## config.mk

```make
export PLATFORM = sky130hd
export DESIGN_NAME = bump_map_shader
export DESIGN_NICKNAME = d
export VERILOG_FILES = /design/src/hdl/bms_pkg.sv /design/src/hdl/bms_window.sv /design/src/hdl/bms_falloff.sv /design/src/hdl/bump_map_shader.sv
export SDC_FILE = /design/constraint.sdc
export NUM_CORES = 2
export LEC_CHECK = 0
export ABC_AREA = 1
export BUFFER_PORTS_ARGS = -buffer_cell sky130_fd_sc_hd__buf_2
export CAP_MARGIN = 20
export CELL_PAD_IN_SITES_DETAIL_PLACEMENT = 1
export CELL_PAD_IN_SITES_GLOBAL_PLACEMENT = 2
export CORE_ASPECT_RATIO = 1.75
export CORE_MARGIN = 10
export CORE_UTILIZATION = 50
export CTS_BUF_LIST = sky130_fd_sc_hd__clkbuf_8
export DETAILED_ROUTE_END_ITERATION = 10
export GPL_ROUTABILITY_DRIVEN = 0
export MAX_ROUTING_LAYER = met4
export PLACE_DENSITY_LB_ADDON = 0.1
export SLEW_MARGIN = 10
export SYNTH_ARGS = -nofsm -noshare
export SYNTH_HDL_FRONTEND = slang
export SYNTH_SLANG_ARGS = --single-unit
```

## constraint.sdc

```tcl
create_clock -name clk -period 87.7 [get_ports clk]
set_clock_uncertainty 0.15 [all_clocks]
set_input_delay 4.385 -clock clk [delete_from_list [all_inputs] [get_ports clk]]
set_output_delay 4.385 -clock clk [all_outputs]
set_load 0.1 [all_outputs]
```

## src/hdl/bms_pkg.sv

```systemverilog
// Shared types, constants and the falloff threshold table of the bump-map shader.
// Used by bms_window, bms_falloff, bump_map_shader and the testbench; depends on nothing else.
`default_nettype none

package bms_pkg;

  localparam int DEF_WIDTH  = 160;
  localparam int DEF_HEIGHT = 128;

  localparam int CFG_IDX_W  = 4;
  localparam int CFG_DATA_W = 9;
  localparam int LIGHT_W    = 9;

  localparam logic [LIGHT_W-1:0] LIGHT_X_RESET = 9'd200;
  localparam logic [LIGHT_W-1:0] LIGHT_Y_RESET = 9'd192;

  // Falloff geometry: full brightness 255 at the centre 128, zero at radius 128.
  localparam int LEVEL_MAX    = 255;
  localparam int CENTER       = 128;
  localparam int RADIUS_LEVEL = LEVEL_MAX * CENTER;
  localparam int LEVEL_SQ     = LEVEL_MAX * LEVEL_MAX;

  localparam int SEARCH_BITS = 8;
  localparam int THRESH_W    = 15;
  localparam int DIST_W      = 16;

  typedef enum logic [CFG_IDX_W-1:0] {
    REG_LIGHT_X,
    REG_LIGHT_Y
  } cfg_reg_e;

  typedef struct packed {
    logic [7:0] height;
    logic       frame_start;
  } pix_t;

  typedef struct packed {
    logic [7:0] lit_pixel;
    logic       frame_end;
  } lit_t;

  typedef struct packed {
    logic [7:0] x;
    logic [7:0] y;
    logic       frame_end;
  } coord_t;

  typedef struct packed {
    logic [LIGHT_W-1:0] light_x;
    logic [LIGHT_W-1:0] light_y;
  } light_t;

  typedef logic [255:0][THRESH_W-1:0] thresh_t;

  // Level v is reached when the squared distance is at most
  // floor((32640 - 128*v)^2 / 65025). The thresholds fall as v rises.
  function automatic thresh_t build_thresh();
    thresh_t t;
    longint  m;
    for (int v = 0; v < 256; v++) begin
      m    = longint'(RADIUS_LEVEL) - longint'(CENTER) * longint'(v);
      t[v] = THRESH_W'((m * m) / LEVEL_SQ);
    end
    return t;
  endfunction

  localparam thresh_t THRESH = build_thresh();

endpackage

`default_nettype wire

```

## src/hdl/bms_window.sv

```systemverilog
// Raster window of the bump-map shader: delay line, stream position, gradients.
// Produces clamped table coordinates per centre pixel; uses bms_pkg.
`default_nettype none

module bms_window #(
  parameter int WIDTH  = bms_pkg::DEF_WIDTH,
  parameter int HEIGHT = bms_pkg::DEF_HEIGHT
) (
  input  wire logic            clk,
  input  wire logic            rst,
  input  wire logic            pix_valid,
  output logic                 pix_stall,
  input  wire bms_pkg::pix_t   pix,
  input  wire bms_pkg::light_t light,
  output logic                 win_valid,
  input  wire logic            win_stall,
  output bms_pkg::coord_t      win_coord
);

  localparam int FRAME_LEN = (HEIGHT + 2) * WIDTH;
  localparam int LINE_LEN  = 2 * WIDTH;
  localparam int POS_W     = $clog2(FRAME_LEN + 1);
  localparam int COL_W     = $clog2(WIDTH);
  localparam int ACC_W     = $clog2(HEIGHT * WIDTH);
  localparam int RT_W      = (ACC_W > 8) ? ACC_W - 8 : 1;
  localparam int MAG_A     = (COL_W > RT_W) ? COL_W : RT_W;
  localparam int MAG_W     = (MAG_A > 10) ? MAG_A : 10;
  localparam int SUM_W     = MAG_W + 2;

  logic [7:0]       line [LINE_LEN];
  logic [POS_W-1:0] pos;
  logic [COL_W-1:0] col;
  logic [ACC_W-1:0] rowacc;

  logic             accept;
  logic [POS_W-1:0] p;
  logic [POS_W-1:0] pos_next;
  logic [COL_W-1:0] col_cur;
  logic [COL_W-1:0] col_next;
  logic [ACC_W-1:0] rowacc_cur;
  logic [ACC_W-1:0] rowacc_next;
  logic [RT_W-1:0]  rowterm;
  logic             has_res;
  logic             frame_end;
  logic signed [SUM_W-1:0] nx_sum;
  logic signed [SUM_W-1:0] ny_sum;
  logic [7:0]       nx;
  logic [7:0]       ny;

  assign pix_stall = win_valid && win_stall;
  assign accept    = pix_valid && !pix_stall;

  always_comb begin
    p          = pix.frame_start ? '0 : pos;
    col_cur    = pix.frame_start ? '0 : col;
    rowacc_cur = pix.frame_start ? '0 : rowacc;
    pos_next   = (p < POS_W'(FRAME_LEN)) ? p + POS_W'(1) : p;
    has_res    = (p >= POS_W'(2 * WIDTH)) && (p < POS_W'(FRAME_LEN));
    frame_end  = (p == POS_W'(FRAME_LEN - 1));

    col_next    = col_cur;
    rowacc_next = rowacc_cur;
    if (has_res) begin
      if (col_cur == COL_W'(WIDTH - 1)) begin
        col_next = '0;
        if (rowacc_cur == ACC_W'((HEIGHT - 1) * WIDTH)) begin
          rowacc_next = '0;
        end else begin
          rowacc_next = rowacc_cur + ACC_W'(WIDTH);
        end
      end else begin
        col_next = col_cur + COL_W'(1);
      end
    end
  end

  assign rowterm = RT_W'(rowacc_cur >> 8);

  // Taps are taken as they stand after this byte shifts in: the newest byte is
  // the lower neighbour, the oldest is the upper one.
  always_comb begin
    nx_sum = $signed(SUM_W'(line[WIDTH - 2])) - $signed(SUM_W'(line[WIDTH]))
           + $signed(SUM_W'(light.light_x)) - $signed(SUM_W'(col_cur));
    ny_sum = $signed(SUM_W'(pix.height)) - $signed(SUM_W'(line[LINE_LEN - 1]))
           + $signed(SUM_W'(light.light_y)) - $signed(SUM_W'(rowterm));
    nx = (nx_sum < 0 || nx_sum > $signed(SUM_W'(255))) ? 8'd0 : nx_sum[7:0];
    ny = (ny_sum < 0 || ny_sum > $signed(SUM_W'(255))) ? 8'd0 : ny_sum[7:0];
  end

  always_ff @(posedge clk) begin
    if (rst) begin
      pos       <= '0;
      col       <= '0;
      rowacc    <= '0;
      win_valid <= 1'b0;
    end else begin
      if (accept) begin
        pos    <= pos_next;
        col    <= col_next;
        rowacc <= rowacc_next;
      end
      if (!pix_stall) begin
        win_valid <= accept && has_res;
      end
    end
  end

  always_ff @(posedge clk) begin
    if (accept) begin
      line[0] <= pix.height;
      for (int i = 1; i < LINE_LEN; i++) begin
        line[i] <= line[i - 1];
      end
      win_coord.x         <= nx;
      win_coord.y         <= ny;
      win_coord.frame_end <= frame_end;
    end
  end

  a_restart: assert property (@(posedge clk) disable iff (rst)
    accept && pix.frame_start |=> pos == POS_W'(1))
    else $error("stream position did not restart on frame start");

  a_result_loaded: assert property (@(posedge clk) disable iff (rst)
    accept && has_res |=> win_valid)
    else $error("centre pixel transfer did not load the coordinate register");

endmodule

`default_nettype wire

```

## src/hdl/bms_falloff.sv

```systemverilog
// Radial falloff pipeline: squared distance, then one level bit per stage
// found against the threshold table; the last stage is the result register.
// Uses bms_pkg.
`default_nettype none

module bms_falloff (
  input  wire logic            clk,
  input  wire logic            rst,
  input  wire logic            in_valid,
  output logic                 in_stall,
  input  wire bms_pkg::coord_t coord,
  output logic                 lit_valid,
  input  wire logic            lit_stall,
  output bms_pkg::lit_t        lit
);

  localparam int NST = bms_pkg::SEARCH_BITS + 1;
  localparam int DW  = bms_pkg::DIST_W;

  logic [NST-1:0] vld;
  logic [NST-1:0] adv;
  logic [DW-1:0]  d2q [NST];
  logic [7:0]     vq  [NST];
  logic [NST-1:0] feq;

  logic [7:0]     ax;
  logic [7:0]     ay;
  logic [DW-1:0]  d2_in;
  logic [7:0]     vn  [NST];

  // A stage moves when it is empty or the stage after it moves.
  always_comb begin
    adv[NST-1] = !vld[NST-1] || !lit_stall;
    for (int i = NST - 2; i >= 0; i--) begin
      adv[i] = !vld[i] || adv[i + 1];
    end
  end

  assign in_stall = !adv[0];

  // The offsets are widened before squaring; an offset of 128 squares to 16384.
  always_comb begin
    ax    = (coord.x >= 8'(bms_pkg::CENTER)) ? coord.x - 8'(bms_pkg::CENTER)
                                             : 8'(bms_pkg::CENTER) - coord.x;
    ay    = (coord.y >= 8'(bms_pkg::CENTER)) ? coord.y - 8'(bms_pkg::CENTER)
                                             : 8'(bms_pkg::CENTER) - coord.y;
    d2_in = DW'(ax) * DW'(ax) + DW'(ay) * DW'(ay);
  end

  // Stage i tries the next lower level bit and keeps it when the threshold of
  // the candidate level still covers the distance. Beyond the rim no candidate
  // passes and the level stays zero.
  always_comb begin
    logic [7:0] cand;
    vn[0] = '0;
    for (int i = 1; i < NST; i++) begin
      cand  = vq[i - 1] | (8'd1 << (bms_pkg::SEARCH_BITS - i));
      vn[i] = (DW'(bms_pkg::THRESH[cand]) >= d2q[i - 1]) ? cand : vq[i - 1];
    end
  end

  always_ff @(posedge clk) begin
    if (rst) begin
      vld <= '0;
    end else begin
      if (adv[0]) begin
        vld[0] <= in_valid;
      end
      for (int i = 1; i < NST; i++) begin
        if (adv[i]) begin
          vld[i] <= vld[i - 1];
        end
      end
    end
  end

  always_ff @(posedge clk) begin
    if (adv[0] && in_valid) begin
      d2q[0] <= d2_in;
      vq[0]  <= vn[0];
      feq[0] <= coord.frame_end;
    end
    for (int i = 1; i < NST; i++) begin
      if (adv[i] && vld[i - 1]) begin
        d2q[i] <= d2q[i - 1];
        vq[i]  <= vn[i];
        feq[i] <= feq[i - 1];
      end
    end
  end

  assign lit_valid     = vld[NST-1];
  assign lit.lit_pixel = vq[NST-1];
  assign lit.frame_end = feq[NST-1];

  a_first_hold: assert property (@(posedge clk) disable iff (rst)
    vld[0] && !adv[0] |=> vld[0] && $stable(d2q[0]))
    else $error("distance stage lost or changed a held item");

  a_first_load: assert property (@(posedge clk) disable iff (rst)
    in_valid && adv[0] |=> vld[0])
    else $error("coordinate transfer did not reach the distance stage");

endmodule

`default_nettype wire

```

## src/hdl/bump_map_shader.sv

```systemverilog
// Top level of the bump-map shader: light registers and the two pipeline parts.
// Instantiates bms_window and bms_falloff; uses bms_pkg.
//
//   Channel  Signals                          Carries
//   pix      pix_valid, pix_stall, pix        height byte and frame_start, one per transfer
//   lit      lit_valid, lit_stall, lit        lit_pixel and frame_end, one per centre pixel
//   cfg      cfg_valid, cfg_ready, cfg_index, cfg_data   light_x (0), light_y (1)
//
// One pixel per clock is taken in steady flow while lit_stall stays low; a result passes
// through one coordinate register, a distance stage and eight level-search stages.
// The first 2*WIDTH bytes of a frame and bytes after it give no result.
// Reset (synchronous) clears the stream position, the pipeline valids and the
// light registers; the delay line is not cleared and needs no clearing pass.
// lit_stall holds the pipeline from the back; pix_stall rises only once every
// stage holds an item. cfg_ready is always high.
`default_nettype none

module bump_map_shader #(
  parameter int WIDTH  = bms_pkg::DEF_WIDTH,
  parameter int HEIGHT = bms_pkg::DEF_HEIGHT
) (
  input  wire logic                            clk,
  input  wire logic                            rst,
  input  wire logic                            pix_valid,
  output logic                                 pix_stall,
  input  wire bms_pkg::pix_t                   pix,
  output logic                                 lit_valid,
  input  wire logic                            lit_stall,
  output bms_pkg::lit_t                        lit,
  input  wire logic                            cfg_valid,
  output logic                                 cfg_ready,
  input  wire logic [bms_pkg::CFG_IDX_W-1:0]   cfg_index,
  input  wire logic [bms_pkg::CFG_DATA_W-1:0]  cfg_data
);

  bms_pkg::light_t light;
  logic            win_valid;
  logic            win_stall;
  bms_pkg::coord_t win_coord;

  assign cfg_ready = 1'b1;

  // Indexes past the register list are dropped.
  always_ff @(posedge clk) begin
    if (rst) begin
      light.light_x <= bms_pkg::LIGHT_X_RESET;
      light.light_y <= bms_pkg::LIGHT_Y_RESET;
    end else if (cfg_valid && cfg_ready) begin
      case (cfg_index)
        bms_pkg::REG_LIGHT_X: light.light_x <= cfg_data;
        bms_pkg::REG_LIGHT_Y: light.light_y <= cfg_data;
        default: ;
      endcase
    end
  end

  bms_window #(
    .WIDTH  (WIDTH),
    .HEIGHT (HEIGHT)
  ) u_window (
    .clk       (clk),
    .rst       (rst),
    .pix_valid (pix_valid),
    .pix_stall (pix_stall),
    .pix       (pix),
    .light     (light),
    .win_valid (win_valid),
    .win_stall (win_stall),
    .win_coord (win_coord)
  );

  bms_falloff u_falloff (
    .clk       (clk),
    .rst       (rst),
    .in_valid  (win_valid),
    .in_stall  (win_stall),
    .coord     (win_coord),
    .lit_valid (lit_valid),
    .lit_stall (lit_stall),
    .lit       (lit)
  );

endmodule

`default_nettype wire

```

==> results.ini <==
[pwr]
p_leak_nw = 39.0
power_mw = 3.40
irDropWorstVdd_v = 0.000120
powerDensity_nw_per_um2 = 31.3

[critical_path]
crit_fanout = 4
reg2reg_from = u_window.win_coord[1]$_SDFFCE_PP0P_
worst_path_largest_cell_delay_ns = 0.42
crit_type = in -> out
cp-start-kind = input pin
crit_slowest_cell = buf_2
cp.required_ns = 83.16
cp-startpoint = lit_stall
cp-end-kind = output port
worstPathArrival_ns = 6.05
cp_cell_sequence = buf_2, nand2_1, nor2_2, nand2_2, nor2_4, nand2_2, nor2_4, nand2_2, nor2_4, nand3_2, inv_1, buf_2

[timing]
period_needed_ns = 10.58
worst_pin_slew_ns = 1.06
rsz0062_at_grt = false
hold_viol = 0
fin_ws_ns = 77.12
slew_headroom_pct = 29.6
setup_viol = 0
final_max_slew_viol_count = 0
min_period_over_period_pct = 12.1
fmax_mhz = 94.5
whs_ns = 0.205
tns_ns = 0

[logic_synthesis]
ys_seq_elements = 2816
synth-edff-count = 2750
ys_seq_area_share_pct = 86.1
yosysMostFrequentCell = edfxtp_1
synthFlopType = edfxtp_1
synthArstFlopShare_pct = 0
synth.distinct_cells = 56
yosysTopAreaCell = edfxtp_1
ys_warn_count = 0
synthCells = 5042
synth_area_um2 = 97500
synth_area_leaders = edfxtp_1, ha_1, fa_1
syn_avg_cell_area_um2 = 19.3
synth_top_area_share_pct = 84.7
synth_top_cells_by_count = edfxtp_1, inv_1, nand2_1

[global_route]
grtUsageTotal_pct = 15.6
antenna_found_initial = 4
grt_pass1_wl_mm = 254
grt_overflow = 0
grt_max_degree = 210
grt_pass1_vias = 44400

[worst_hold_path]
hold_class = reg -> reg
hold_path.startpoint = u_window.line[22][1]$_DFFE_PP_

[floorplanning]
die_x_um = 354
start_util_pct = 50.2
die_h_um = 604
boundaryPins = 39
core_um2 = 194000
rows = 214
fp.dieArea_um2 = 214000

[clock_network]
worstSkewPairLatency_ns = 0.92
clock-sinks = 2816
cts_tree = built
cts_buffers = 389
post_cts_resized = 0
clk_pin_slew_ns = 0.07
cts_max_path_buffers = 4
cts_root_buf = clkbuf_8
post_cts_buffers = 0
postCtsHoldBufs = 0
h-tree-depth = 5

[placed_design]
placedCellCount = 7661
place_ws_ns = 77.11
portBuffers = 37
hpwl_mm = 95.5

[run]
max-cap-violations = 0

[cells_and_area]
nets = 5810
stdcell_count = 8365
areaGrowthSynthToFinish_pct = 11.2
nFillCells = 17400
layout-drive-gt1-share_pct = 10.8

[routing]
routed_via_density = 5.00
first_pass_iters = 5
wirelength_mm = 163
ant_nets = 0
wire_per_inst_um = 19.5
drc = 0
drt_iter0_drc = 2679
vias = 41800

[status]
status = finished clean

[through the flow]
stage | util, % | cell area [um^2]
5_1_grt | 55.9 | 108000
2_1_floorplan | - | 97500
3_5_place_dp | 52.0 | 101000
4_1_cts | 55.8 | 108000
3_3_place_gp | 52.0 | 101000
6_report | 55.9 | 108000
[metal layers]
layer | GRT usage, % | part of all wire, % | wire length, um | vias up
met3 | 2.72 | 3.7 | 5950 | 367
met1 | 19.7 | 43 | 70700 | 21200
met2 | 25.2 | 49 | 80300 | 728
met4 | 6.14 | 3.6 | 5860 | 0
met5 | - | 0 | 0 | -
li1 | - | - | - | 19600
[worst paths after layout]
kind	to	slack, ns	depth (start not counted)
max	pix_stall	77.12	12
min reg2reg	u_window.line[23][1]$_DFFE_PP_	0.20	0
min	u_window.line[23][1]$_DFFE_PP_	0.20	0
max reg2reg	u_falloff.d2q[0][14]$_DFFE_PP_	80.41	22
[logic make-up (layout without fill, tap and decap cells)]
logic type	count (synthesis)	in the layout	share of synthesized area, %
xor+xnor	67	67	0.602
buf+inv	536	1253	2.14
flops	2816	2816	86.1
compound gates	447	447	2.66
mux	1	1	0.0103
other cells	2	16	0.00770
simple gates	855	855	3.71
fa+ha+maj	318	318	4.80
[where the power goes]
part           internal, mW  switching, mW  leakage [nW]  total [mW]
clock                 0.471          0.474          4.08       0.945
sequential             1.61         0.0253          27.3        1.63
combinational         0.322          0.498          7.58       0.821
total                  2.40          0.997          39.0        3.40
[layout by cell type, fill, tap and decap left out, drive strengths merged, types with 4 or more instances in the layout]
| cell type | synthesis | layout |
|---|---|---|
| a31oi | 13 | 13 |
| o211ai | 23 | 23 |
| or2 | 6 | 6 |
| a221oi | 8 | 8 |
| nor3 | 30 | 30 |
| edfxtp | 2750 | 2750 |
| clkinv | 5 | 166 |
| o221ai | 13 | 13 |
| o31ai | 5 | 5 |
| conb | 2 | 13 |
| buf | 20 | 86 |
| a211oi | 12 | 12 |
| nor3b | 6 | 6 |
| a32oi | 4 | 4 |
| nand3b | 13 | 13 |
| o21bai | 7 | 7 |
| nand4 | 30 | 30 |
| nand3 | 95 | 95 |
| fa | 94 | 94 |
| nand2 | 387 | 387 |
| o21a | 6 | 6 |
| nor2 | 278 | 278 |
| bufinv | 0 | 17 |
| clkinvlp | 0 | 14 |
| nor4 | 7 | 7 |
| o311ai | 5 | 5 |
| ha | 224 | 224 |
| a22oi | 5 | 5 |
| inv | 466 | 577 |
| clkbuf | 45 | 393 |
| o22ai | 10 | 10 |
| o21ai | 160 | 160 |
| dfxtp | 66 | 66 |
| xnor2 | 15 | 15 |
| a21oi | 158 | 158 |
| xor2 | 52 | 52 |
| o2111ai | 7 | 7 |
[worst max-delay path, delay by kind of cell]
kind,cells,cell delay [ns]
buf+inv,3,0.59
simple gates,9,1.07
[final cells by class]
| type | count | area (um^2) | share of cell area [%] |
|---|---|---|---|
| clock buffers | 393 | 5410 | 4.99 |
| inverters | 471 | 1780 | 1.64 |
| clock inverters | 303 | 1850 | 1.71 |
| diodes | 3 | 7.51 | 0.00692 |
| repair buffers | 86 | 683 | 0.630 |
| flip-flops and latches | 2816 | 83900 | 77.4 |
| well taps | 2592 | 3240 | 2.99 |
| multi-input cells | 1701 | 11600 | 10.7 |
[flip-flops by register name, indices dropped and copies added, names as in the netlist, 8 cells and up]
name                flops
u_window.rowacc        15
u_window.col            8
u_window.line        2560
u_window.pos           15
u_window.win_coord     17
u_falloff.vld           9
light                  18
u_falloff.d2q         128
u_falloff.vq           36
u_falloff.feq           9
No activity file was read; power rests on OpenSTA's default activity.
